[config.mk]
export PLATFORM = sky130hd
export DESIGN_NAME = mmr_ctrl
export DESIGN_NICKNAME = d
export VERILOG_FILES = /design/src/mmr_pkg.sv /design/src/mmr_ctrl.sv
export SDC_FILE = /design/constraint.sdc
export NUM_CORES = 1
export LEC_CHECK = 0
export BUFFER_PORTS_ARGS = -buffer_cell sky130_fd_sc_hd__buf_2
export CORE_AREA = 2 2 39 41
export CTS_BUF_LIST = sky130_fd_sc_hd__clkbuf_16
export DETAILED_ROUTE_END_ITERATION = 8
export DIE_AREA = 0 0 41 43
export GPL_ROUTABILITY_DRIVEN = 0
export PLACE_DENSITY = 0.47
export SETUP_SLACK_MARGIN = 0.02
export SYNTH_ARGS = -nofsm -noshare
export SYNTH_HDL_FRONTEND = slang
export SYNTH_SLANG_ARGS = --single-unit
[constraint.sdc]
create_clock -name i_clk -period 1.7 [get_ports i_clk]
set_clock_uncertainty 0.1 [all_clocks]
set_input_delay 0.085 -clock i_clk [delete_from_list [all_inputs] [get_ports i_clk]]
set_output_delay 0.085 -clock i_clk [all_outputs]
set_load 0.03 [all_outputs]
[src/mmr_pkg.sv]
// ============================================================================
// mmr_pkg: shared types and constants for the masked multimode reduction
// Holds the mode codes, register indexes, controller states and the command
// and status bundles passed between the controller and the datapath.
// ============================================================================
package mmr_pkg;

    // Field widths fixed by the item formats.
    localparam int SAMPLE_W  = 32;
    localparam int WEIGHT_W  = 32;
    localparam int MASK_W    = 32;
    localparam int VALUE_W   = 64;
    localparam int POS_OUT_W = 17;
    localparam int CNT_OUT_W = 17;

    // Defaults for the top-level parameters.
    localparam int DEF_MAX_ELEMENTS = 65536;
    localparam int DEF_FRAC_BITS    = 16;

    // Configuration port.
    localparam int APB_ADDR_W = 4;
    localparam int APB_DATA_W = 32;

    localparam logic [1:0] REG_MODE   = 2'd0;
    localparam logic [1:0] REG_SUBSET = 2'd1;
    localparam logic [1:0] REG_GROUP  = 2'd2;

    // Min and max start from the 64-bit extremes.
    localparam logic signed [VALUE_W-1:0] VALUE_MAX = {1'b0, {(VALUE_W-1){1'b1}}};
    localparam logic signed [VALUE_W-1:0] VALUE_MIN = {1'b1, {(VALUE_W-1){1'b0}}};

    typedef enum logic [2:0] {
        MODE_SUM   = 3'd0,
        MODE_SUMSQ = 3'd1,
        MODE_MIN   = 3'd2,
        MODE_MAX   = 3'd3,
        MODE_AVE   = 3'd4,
        MODE_AVESQ = 3'd5,
        MODE_WSUM  = 3'd6,
        MODE_WAVE  = 3'd7
    } t_mode;

    typedef enum logic [1:0] {
        ST_RUN,
        ST_FINISH,
        ST_DIVIDE,
        ST_EMIT
    } t_state;

    // Commands from the controller to the datapath.
    typedef struct packed {
        logic load_in;
        logic accum;
        logic clear;
        logic div_start;
        logic div_step;
        logic load_out;
    } t_cmd;

    // Status from the datapath to the controller.
    typedef struct packed {
        logic s1_last;
        logic div_needed;
        logic div_busy;
    } t_stat;

endpackage

[src/mmr_ctrl.sv]
// ============================================================================
// mmr_ctrl: run controller of the reduction block
// Sequences accumulation, the end-of-run division and the result hand-off.
// ============================================================================
module mmr_ctrl import mmr_pkg::*; (
    input  logic  i_clk,
    input  logic  i_rst_n,
    input  logic  i_in_valid,
    input  logic  i_out_ready,
    input  logic  i_cfg_restart,
    input  t_stat i_stat,
    output t_cmd  o_cmd,
    output logic  o_in_ready,
    output logic  o_out_valid
);

    t_state r_state;
    t_state n_state;
    logic   r_s1_vld;
    logic   r_out_vld;
    logic   w_in_ready;
    logic   w_out_free;

    assign w_out_free = !r_out_vld || i_out_ready;
    assign w_in_ready = (r_state == ST_RUN) && !(r_s1_vld && i_stat.s1_last);

    always_comb begin
        n_state = r_state;
        unique case (r_state)
            ST_RUN: begin
                if (r_s1_vld && i_stat.s1_last) begin
                    n_state = ST_FINISH;
                end
            end
            ST_FINISH: begin
                n_state = i_stat.div_needed ? ST_DIVIDE : ST_EMIT;
            end
            ST_DIVIDE: begin
                if (!i_stat.div_busy) begin
                    n_state = ST_EMIT;
                end
            end
            ST_EMIT: begin
                if (w_out_free) begin
                    n_state = ST_RUN;
                end
            end
            default: n_state = ST_RUN;
        endcase
    end

    always_comb begin
        o_cmd           = '0;
        o_cmd.load_in   = i_in_valid && w_in_ready;
        o_cmd.accum     = r_s1_vld;
        o_cmd.clear     = i_cfg_restart;
        unique case (r_state)
            ST_RUN: begin
            end
            ST_FINISH: begin
                o_cmd.div_start = i_stat.div_needed;
            end
            ST_DIVIDE: begin
                o_cmd.div_step = i_stat.div_busy;
            end
            ST_EMIT: begin
                o_cmd.load_out = w_out_free;
                o_cmd.clear    = w_out_free || i_cfg_restart;
            end
            default: begin
            end
        endcase
    end

    always_ff @(posedge i_clk) begin
        if (!i_rst_n) begin
            r_state   <= ST_RUN;
            r_s1_vld  <= 1'b0;
            r_out_vld <= 1'b0;
        end else begin
            r_state  <= n_state;
            r_s1_vld <= o_cmd.load_in;
            if (o_cmd.load_out) begin
                r_out_vld <= 1'b1;
            end else if (i_out_ready) begin
                r_out_vld <= 1'b0;
            end
        end
    end

    assign o_in_ready  = w_in_ready;
    assign o_out_valid = r_out_vld;

endmodule

# Yosys cells after proc, flatten, opt, wreduce, memory -nomap -nowiden
# Index checks and enable logic that the tools add are counted.
[classes] n_eq_ne=6 muxes=11 n_reduce_logical=10
[op_table] op="$pmux 2 s4" n=1
[op_table] op="$mux 1" n=7
[op_table] op="$mux 2" n=3
[op_table] op="$eq 2x2->1 const B" n=2
[op_table] op="$ne 2x2->1 const B" n=2
[op_table] op="$logic_and 1x1->1" n=3
[op_table] op="$reduce_and 3->1" n=1
[op_table] op="$eq 2x1->1 const B" n=1
[op_table] op="$logic_not 1->1" n=2
[op_table] op="$logic_not 2->1" n=1
[op_table] op="$logic_or 1x1->1" n=2
[op_table] op="$ne 2x1->1 const B" n=1
[op_table] op="$reduce_bool 2->1" n=1
[totals] ff_bits=4 inputBits=8 elab_cells=30

# Depth between registers and ports, before layout
# Gate-level depths: netlist of run 1.
[logic_depth] word_depth=4 mapped_depth=5 depth_no_buf=5

# Worst setup path before layout of run 1
# Ideal clock, no wire load.
[synth_path] kind="reg2out" start="register r_state[0]" end="output o_cmd[3] (netlist bit)" t_arrival_ns=1.367 required_ns=1.515 path_slack_ns=0.148 path_stages_with_launch=4 path_buffers=0 cell_sequence="dfxtp_1 ha_1 nor2b_1 or2_2"
[synth_rtl] element="start, declared" line="mmr_ctrl.sv:17" rtl="t_state r_state;"
[synth_rtl] element="start signal, assigned" line="mmr_ctrl.sv:81" rtl="r_state <= n_state;"
[synth_rtl] element="end, declared" line="mmr_ctrl.sv:12" rtl="output t_cmd o_cmd,"

==> results of run 1 <==
-- per-layer routing --
layer | vias up | wire (um) | track usage
met4 | 0 | 0 | 0.0800
met5 | - | 0 | 0
met2 | 12 | 310 | 0.119
li1 | 137 | - | -
met3 | 0 | 67 | 0.0785
met1 | 114 | 262 | 0.106
-- placed cells by master, fill, tap and decap left out --
cell type	instances
a211oi_4	1
o31ai_1	1
nor2b_4	1
and2_1	2
buf_6	1
nor2b_1	2
and2_2	1
buf_2	14
dfxtp_1	4
inv_1	2
a21boi_4	1
and3_2	1
buf_4	2
or2_2	1
clkbuf_16	3
o21a_1	1
and3b_1	1
ha_1	5
nand2_1	3
mux2i_1	2
-- layout make-up --
class	count	share of cell area
clock buffer	3	0.152
inverter	2	0.0152
multi-input combinational	23	0.437
tap	16	0.0404
timing repair buffer	17	0.194
sequential	4	0.162
-- cell families after synthesis --
family / count (synthesis) / synth area share
DFF: 4 / 0.257
AOI/OAI and AO/OA: 4 / 0.173
and+or+nand+nor: 12 / 0.257
buffers and inverters: 3 / 0.0482
muxes: 2 / 0.0643
adders and majority gates: 5 / 0.201
-- flip-flops by register name, summed over array words and instances, names as in the netlist --
signal	cells
r_s1_vld	1
o_out_valid	1
r_state	2
-- per-stage QoR --
step	util	power, mW
after global placement	0.299	0.455
after detailed placement	0.299	0.456
after global routing	0.358	0.876
after CTS	0.354	0.835
after floorplan	-	0.372
final	0.358	0.826
-- report_power, final --
part	leakage, nW	switching (mW)	internal (mW)
Sequential	0.0327	0.0131	0.115
Clock	0.0370	0.0696	0.301
Combinational	0.188	0.183	0.144
Total	0.258	0.266	0.560
-- repair_timing --
action                     4_1_cts  5_1_grt
resized for setup                0        3
setup endpoints to repair        0        1
hold endpoints to repair         0        0
-- worst paths after layout --
path                endpoint  slack [ns]
setup / recovery    o_cmd[3]        0.08
setup reg to reg  r_state[0]        0.28
hold reg to reg   r_state[1]        0.52
hold / removal      r_s1_vld        0.02
==> results_dict.tcl, run 1 <==
set metrics [dict create \
    cap_violations 0 \
    grt.overflow.total 0 \
    area_of_the_multi_input_gates_um2 216 \
    synth_top_area_frac 0.257 \
    cp-end-kind "output pin" \
    timing.slew.headroom 0.836 \
    reg2reg_depth 5 \
    worst_path_arrival_time_ns 1.44 \
    grt_pass1_vias 226 \
    number_of_flops_mapped_to_enable_cells_by_yosys 0 \
    finish.net_count 64 \
    finalSetupTns_ns 0 \
    worst_setup_hold_path_clk_slew_ns 0.03 \
    asyncSetResetFlopFracSynth 0 \
    area.sequential_um2 80.1 \
    slew_violations 0 \
    clock_sink_count 4 \
    cts_root_buffer "clkbuf_16" \
    worst_ir_drop_vdd_v 0.000514 \
    critPathLaunch "r_state[0]" \
    diodes 0 \
    worstReg2RegStart "r_state[0]" \
    syn_nets 43 \
    synth.top_cells.by_area "dfxtp_1 (26%), ha_1 (20%), a211oi_4 (6.4%), mux2i_1 (6.4%), a21boi_4 (6.0%)" \
    largest_net_degree_at_the_start_of_global_routing 7 \
    finalWirelength_um 639 \
    fill_cells 149 \
    design.core.area_mm2 0.00138 \
    synth.distinct_cells 17 \
    track_usage 0.0983 \
    synth_top_cells_by_count "ha_1 (5), dfxtp_1 (4), nand2_1 (3)" \
    timing_hold_violations_final 0 \
    drtAntennaViolNets 0 \
    layout.cells.non_filler 65 \
    timing.critical_path.max_delay_family "simple AND/OR/NAND/NOR gates" \
    timing.final.crit_share 0.955 \
    dp.cells 62 \
    routed_wire_length_per_instance_um 9.83 \
    initial_standard_cell_utilization_of_the_core 0.225 \
    cell_area_synth_um2 312 \
    unrepaired_setup_endpoints_after_global_routing "no" \
    clockBufferDepth 2 \
    wire_length_of_the_first_global_routing_pass_um 1020 \
    netlist.top_cell.by_area "dfxtp_1" \
    antenna_found_initial 0 \
    first_pass_iters 3 \
    num_vias 263 \
    holdPathStages 2 \
    dp_slack_ns 0.288 \
    synth-main-ff-cell "dfxtp_1" \
    fin_crit_ns 1.62 \
    yosys.cell_count.top_type "ha_1" \
    seq_area_frac_synth 0.257 \
    crit_path_cell_trace "buf_4 > ha_1 > nor2b_1 > or2_2 > buf_6" \
    critical-path-max-stage-delay_ns 0.30 \
    floorplan.die.height_um 43 \
    floorplan.io_pins 16 \
    cts-hold-fix-buffers 0 \
    timing.critical_path.from_type "register" \
    criticalPathCategory "reg2out" \
    outcome "finished, final reports clean" \
    yosys_register_bits 4 \
    fin_hold_ws_ns 0.0241 \
    critical_path.slowest_cell "dfxtp_1" \
    final_area_um2 495 \
    crit_buf_inv 2 \
    drt_drc_violations_left 0 \
    area_growth_from_synthesis_to_layout_pct 59.0 \
    cts.repair_timing.setup_buffer_count 0 \
    worstHoldStart "i_in_valid" \
    fmaxAchievable_ghz 0.616 \
    worstHoldPathType "in2reg" \
    die_width_um 41 \
    finalSetupViolations 0 \
    tritoncts_clock_tree "done" \
    h_tree_lvl_count 1 \
    die_area_mm2 0.00176 \
    detail_route.iter0.violations 2 \
    layout_setup_ws_ns 0.0758 \
    hpwl_um 494 \
    worst_pin_slew_ns 0.246 \
    cp.depth 5 \
    leakagePower_nw 0.258 \
    layout-drive-gt1-share 0.531 \
    synthesis.instances 30 \
    p_per_area_mw_per_mm2 1670 \
    detailed_route_vias_per_instance 4.05 \
    clock_latency_ns 0.22 \
    yosysWarnings 0 \
    count_of_standard_cell_rows 14 \
    worst-endpoint-required_ns 1.51 \
    cp_max_fo 6 \
    placement.cell_area_um2 414 \
    cts_buffers 3 \
    postSynthAreaPerCell_um2 10.4 \
    placement.io_buffers 15 \
]
No activity file was read; power rests on OpenSTA's default activity.
==> run 2: changes to the inputs <==
GPL_TIMING_DRIVEN = 0   (was unset)
==> run 2 against run 1 <==
- die area is the same
- cell count decreased by 1.5%
- clock power decreased by 1%
- first-iteration DRC count increased by 50%
- global-route usage decreased by 1.0 points
- hold slack gained 0.0053 ns
- sequential share of layout area is 1.1 points higher
==> results_dict.tcl, run 2 (synthesis gave the netlist of run 1 again) <==
set metrics [dict create \
    outcome "finished, final reports clean" \
    combinational_share_of_power 0.372 \
    cts-hold-fix-buffers 0 \
    fin_hold_ws_ns 0.0293 \
    worst_pin_slew_ns 0.237 \
    criticalPathCategory "reg2out" \
    timing.critical_path.from_type "register" \
    top_register "r_state" \
    hpwl_um 487 \
    cap_violations 0 \
    fin_crit_ns 1.60 \
    fill_cells 151 \
    die_width_um 41 \
    critPathLaunch "r_state[0]" \
    finalSetupViolations 0 \
    worst_setup_hold_path_clk_slew_ns 0.03 \
    h_tree_lvl_count 1 \
    worst_path_arrival_time_ns 1.42 \
    grt_pass1_vias 240 \
    share_seq_of_total_power 0.183 \
    critical-path-max-stage-delay_ns 0.36 \
    diodes 0 \
    critical_path.slowest_cell "dfxtp_4" \
    crit_path_cell_trace "inv_1 > ha_2 > a21boi_4 > and2_2 > clkbuf_4" \
    timing.final.crit_share 0.943 \
    finalWirelength_um 644 \
    tritoncts_clock_tree "done" \
    detailed_route_vias_per_instance 4.08 \
    clock_latency_ns 0.22 \
    power.share.switching 0.319 \
    largest_register_ffs 2 \
    leakagePower_nw 0.251 \
    layout-drive-gt1-share 0.583 \
    finish.net_count 63 \
    drtAntennaViolNets 0 \
    detail_route.iter0.violations 3 \
    timing_hold_violations_final 0 \
    worstReg2RegStart "r_state[0]" \
    worstHoldStart "i_in_valid" \
    grt.overflow.total 0 \
    cp_max_fo 7 \
    p_per_area_mw_per_mm2 1670 \
    area_growth_from_synthesis_to_layout_pct 57.8 \
    slew_violations 0 \
    num_vias 261 \
    post_cts_resized 1 \
    placement.io_buffers 15 \
    drt_drc_violations_left 0 \
    track_usage 0.0883 \
    wire_length_of_the_first_global_routing_pass_um 959 \
    dp_slack_ns 0.125 \
    cp-end-kind "output pin" \
    final_cell_mix "buf_2 (14), ha_1 (4), nand2_1 (3), clkbuf_16 (3)" \
    antenna_found_initial 0 \
    count_of_standard_cell_rows 14 \
    worst-endpoint-required_ns 1.51 \
    fmaxAchievable_ghz 0.624 \
    timing.slew.headroom 0.842 \
    unrepaired_setup_endpoints_after_global_routing "no" \
    worstHoldPathType "in2reg" \
    most_common_cell_after_layout_fill_and_taps_aside "buf_2" \
    power.internal_mw 0.559 \
    fin_total_pwr_mw 0.820 \
    clockBufferDepth 2 \
    design.core.area_mm2 0.00138 \
    clock_power_share 0.445 \
    cts_root_buffer "clkbuf_16" \
    layout_setup_ws_ns 0.0966 \
    worst_ir_drop_vdd_v 0.000687 \
    routed_wire_length_per_instance_um 10.1 \
    first_pass_iters 2 \
    cts.repair_timing.setup_buffer_count 0 \
    largest_net_degree_at_the_start_of_global_routing 8 \
    cts_buffers 3 \
    floorplan.die.height_um 43 \
    floorplan.io_pins 16 \
    reg2reg_slack_ns 0.24 \
    initial_standard_cell_utilization_of_the_core 0.225 \
    finalSetupTns_ns 0 \
    die_area_mm2 0.00176 \
    clock_sink_count 4 \
    power_switching_mw 0.262 \
]
## run 2: cell types whose count changed in the layout (fill, tap and decap cells not counted), sizes merged
cell,change
buf,-2
clkbuf,+1
## run 2: layer usage
layer,part of all wire,vias to the layer above,track usage
li1,-,136,-
met1,0.42,115,0.0962
met2,0.50,10,0.116
met3,0.081,0,0.0785
met4,0,0,0.0400
met5,0,-,0
## run 2: worst max-delay path, delay by kind of cell (launching register included)
family | cells | cell delay, ns
AOI/OAI and AO/OA | 1 | 0.23
adders and majority gates | 1 | 0.19
buffers and inverters | 2 | 0.26
DFF | 1 | 0.36
and+or+nand+nor | 1 | 0.16
## run 2: path summary, 6_finish.rpt
kind           endpoint  cells after the start
max            o_cmd[5]                      5
min            r_s1_vld                      2
max reg2reg  r_state[0]                      5
min reg2reg  r_state[1]                      2
## run 2: cell type report
cell class	instances	area [um^2]	share of cell area
Sequential cell	4	85.1	0.173
Inverter	2	7.51	0.0153
Clock buffer	3	75.1	0.153
Buffer	1	7.51	0.0153
Timing Repair Buffer	15	77.6	0.158
Multi-Input combinational cell	23	219	0.445
Tap cell	16	20.0	0.0407
## run 2: through the flow
step	cells	utilization	instance area, um^2
after floorplan	30	-	312
after global placement	61	0.294	407
after detailed placement	61	0.294	407
after CTS	64	0.349	483
after global routing	64	0.355	492
final	64	0.355	492
## run 2: power groups by stage
stage | registers, mW | clock network, mW | logic [mW]
after global placement | 0.146 | 0 | 0.296
after floorplan | 0.140 | 0 | 0.232
final | 0.150 | 0.365 | 0.305
after detailed placement | 0.146 | 0 | 0.300
after global routing | 0.157 | 0.382 | 0.337
after CTS | 0.147 | 0.372 | 0.302
==> run 3: changes to the inputs <==
RECOVER_POWER = 25   (was unset)
==> run 3 against run 2 <==
- die area stayed put
- critical path depth stayed put
- hold slack hardly changed
==> results_dict.tcl, run 3 (synthesis gave the netlist of run 1 again) <==
set metrics [dict create \
    worst-endpoint-required_ns 1.51 \
    dp.cells 61 \
    detailed_route_vias_per_instance 4.08 \
    worst_setup_hold_path_clk_slew_ns 0.03 \
    die_width_um 41 \
    wire_length_of_the_first_global_routing_pass_um 959 \
    timing.final.crit_share 0.943 \
    antenna_found_initial 0 \
    most_common_cell_after_layout_fill_and_taps_aside "buf_2" \
    area_growth_from_synthesis_to_layout_pct 57.0 \
    grt_pass1_vias 240 \
    finalWirelength_um 648 \
    design.core.area_mm2 0.00138 \
    final_cell_mix "buf_2 (12), ha_1 (4), nand2_1 (3), clkbuf_16 (3)" \
    timing.slew.headroom 0.755 \
    leakagePower_nw 0.242 \
    drt_drc_violations_left 0 \
    hpwl_um 487 \
    top_register "r_state" \
    worst_ir_drop_vdd_v 0.000687 \
    cts.repair_timing.setup_buffer_count 0 \
    global_route.usage.met3 0.0785 \
    reg2reg_slack_ns 0.24 \
    timing.critical_path.from_type "register" \
    track_usage 0.0883 \
    detail_route.iter0.violations 3 \
    clock_latency_ns 0.22 \
    tritoncts_clock_tree "done" \
    placement.io_buffers 15 \
    unrepaired_setup_endpoints_after_global_routing "no" \
    die_area_mm2 0.00176 \
    layout.cells.non_filler 64 \
    largest_register_ffs 2 \
    worstReg2RegStart "r_state[0]" \
    worst_path_arrival_time_ns 1.42 \
    count_of_standard_cell_rows 14 \
    worstHoldStart "i_in_valid" \
    critPathLaunch "r_state[0]" \
    cp-end-kind "output pin" \
    fin_hold_ws_ns 0.0293 \
    fin_crit_ns 1.60 \
    layout-drive-gt1-share 0.542 \
    layout_setup_ws_ns 0.0966 \
    timing_hold_violations_final 0 \
    cp_max_fo 7 \
    outcome "finished, final reports clean" \
    cts_root_buffer "clkbuf_16" \
    slew_violations 0 \
    floorplan.io_pins 16 \
    diodes 0 \
    initial_standard_cell_utilization_of_the_core 0.225 \
    grtUsageMet2 0.116 \
    first_pass_iters 2 \
    largest_net_degree_at_the_start_of_global_routing 8 \
    clock_sink_count 4 \
    worstHoldPathType "in2reg" \
    finalSetupViolations 0 \
    cts-hold-fix-buffers 0 \
    clockBufferDepth 2 \
    floorplan.die.height_um 43 \
    dp_slack_ns 0.125 \
    global_route.usage.met1 0.0962 \
    worst_pin_slew_ns 0.369 \
    h_tree_lvl_count 1 \
    fmaxAchievable_ghz 0.624 \
    num_vias 261 \
    finalSetupTns_ns 0 \
    grt.overflow.total 0 \
    fill_cells 152 \
    cap_violations 0 \
    routed_wire_length_per_instance_um 10.1 \
    criticalPathCategory "reg2out" \
    p_per_area_mw_per_mm2 1670 \
    drtAntennaViolNets 0 \
    finish.net_count 63 \
    cts_buffers 3 \
    busiest_layer "met2" \
]
-- run 3: metal layers --
metal / share of wire / vias to the layer above
met5: 0 / -
met4: 0 / 0
met3: 0.076 / 0
met2: 0.49 / 10
met1: 0.43 / 115
li1: - / 136
-- run 3: report_power, final --
part | internal [mW] | switching [mW]
clock | 0.300 | 0.0647
combinational | 0.136 | 0.168
sequential | 0.120 | 0.0296
-- run 3: layout make-up --
class / instances / area, um^2 / area share
multi-input combinational: 23 / 219 / 0.448
sequential: 4 / 85.1 / 0.174
clock buffer: 3 / 75.1 / 0.153
timing repair buffer: 15 / 75.1 / 0.153
tap: 16 / 20.0 / 0.0409
buffer: 1 / 7.51 / 0.0153
inverter: 2 / 7.51 / 0.0153
-- run 3: final timing paths --
kind                              endpoint  cells past startpoint
worst min-delay path              r_s1_vld                      2
worst max register to register  r_state[0]                      5
worst max-delay path              o_cmd[5]                      5
worst min register to register  r_state[1]                      2
-- run 3: timing repair --
| item | 4_1_cts | 5_1_grt |
|---|---|---|
| resized for setup | 1 | 4 |
| pin swaps | 0 | 0 |
| setup endpoints to repair | 1 | 1 |
-- run 3: metrics by stage --
stage | area (um^2) | util | total power [mW]
CTS | 483 | 0.349 | 0.821
floorplan | 312 | - | 0.372
global placement | 407 | 0.294 | 0.442
detailed placement | 407 | 0.294 | 0.446
global route | 489 | 0.354 | 0.875
finish | 489 | 0.354 | 0.819
-- run 3: critical path: stages, from the launching register on --
cell and delay [ns]:
dfxtp_4 0.36, inv_1 0.09, ha_2 0.19, a21boi_4 0.23
and2_2 0.16, clkbuf_4 0.17
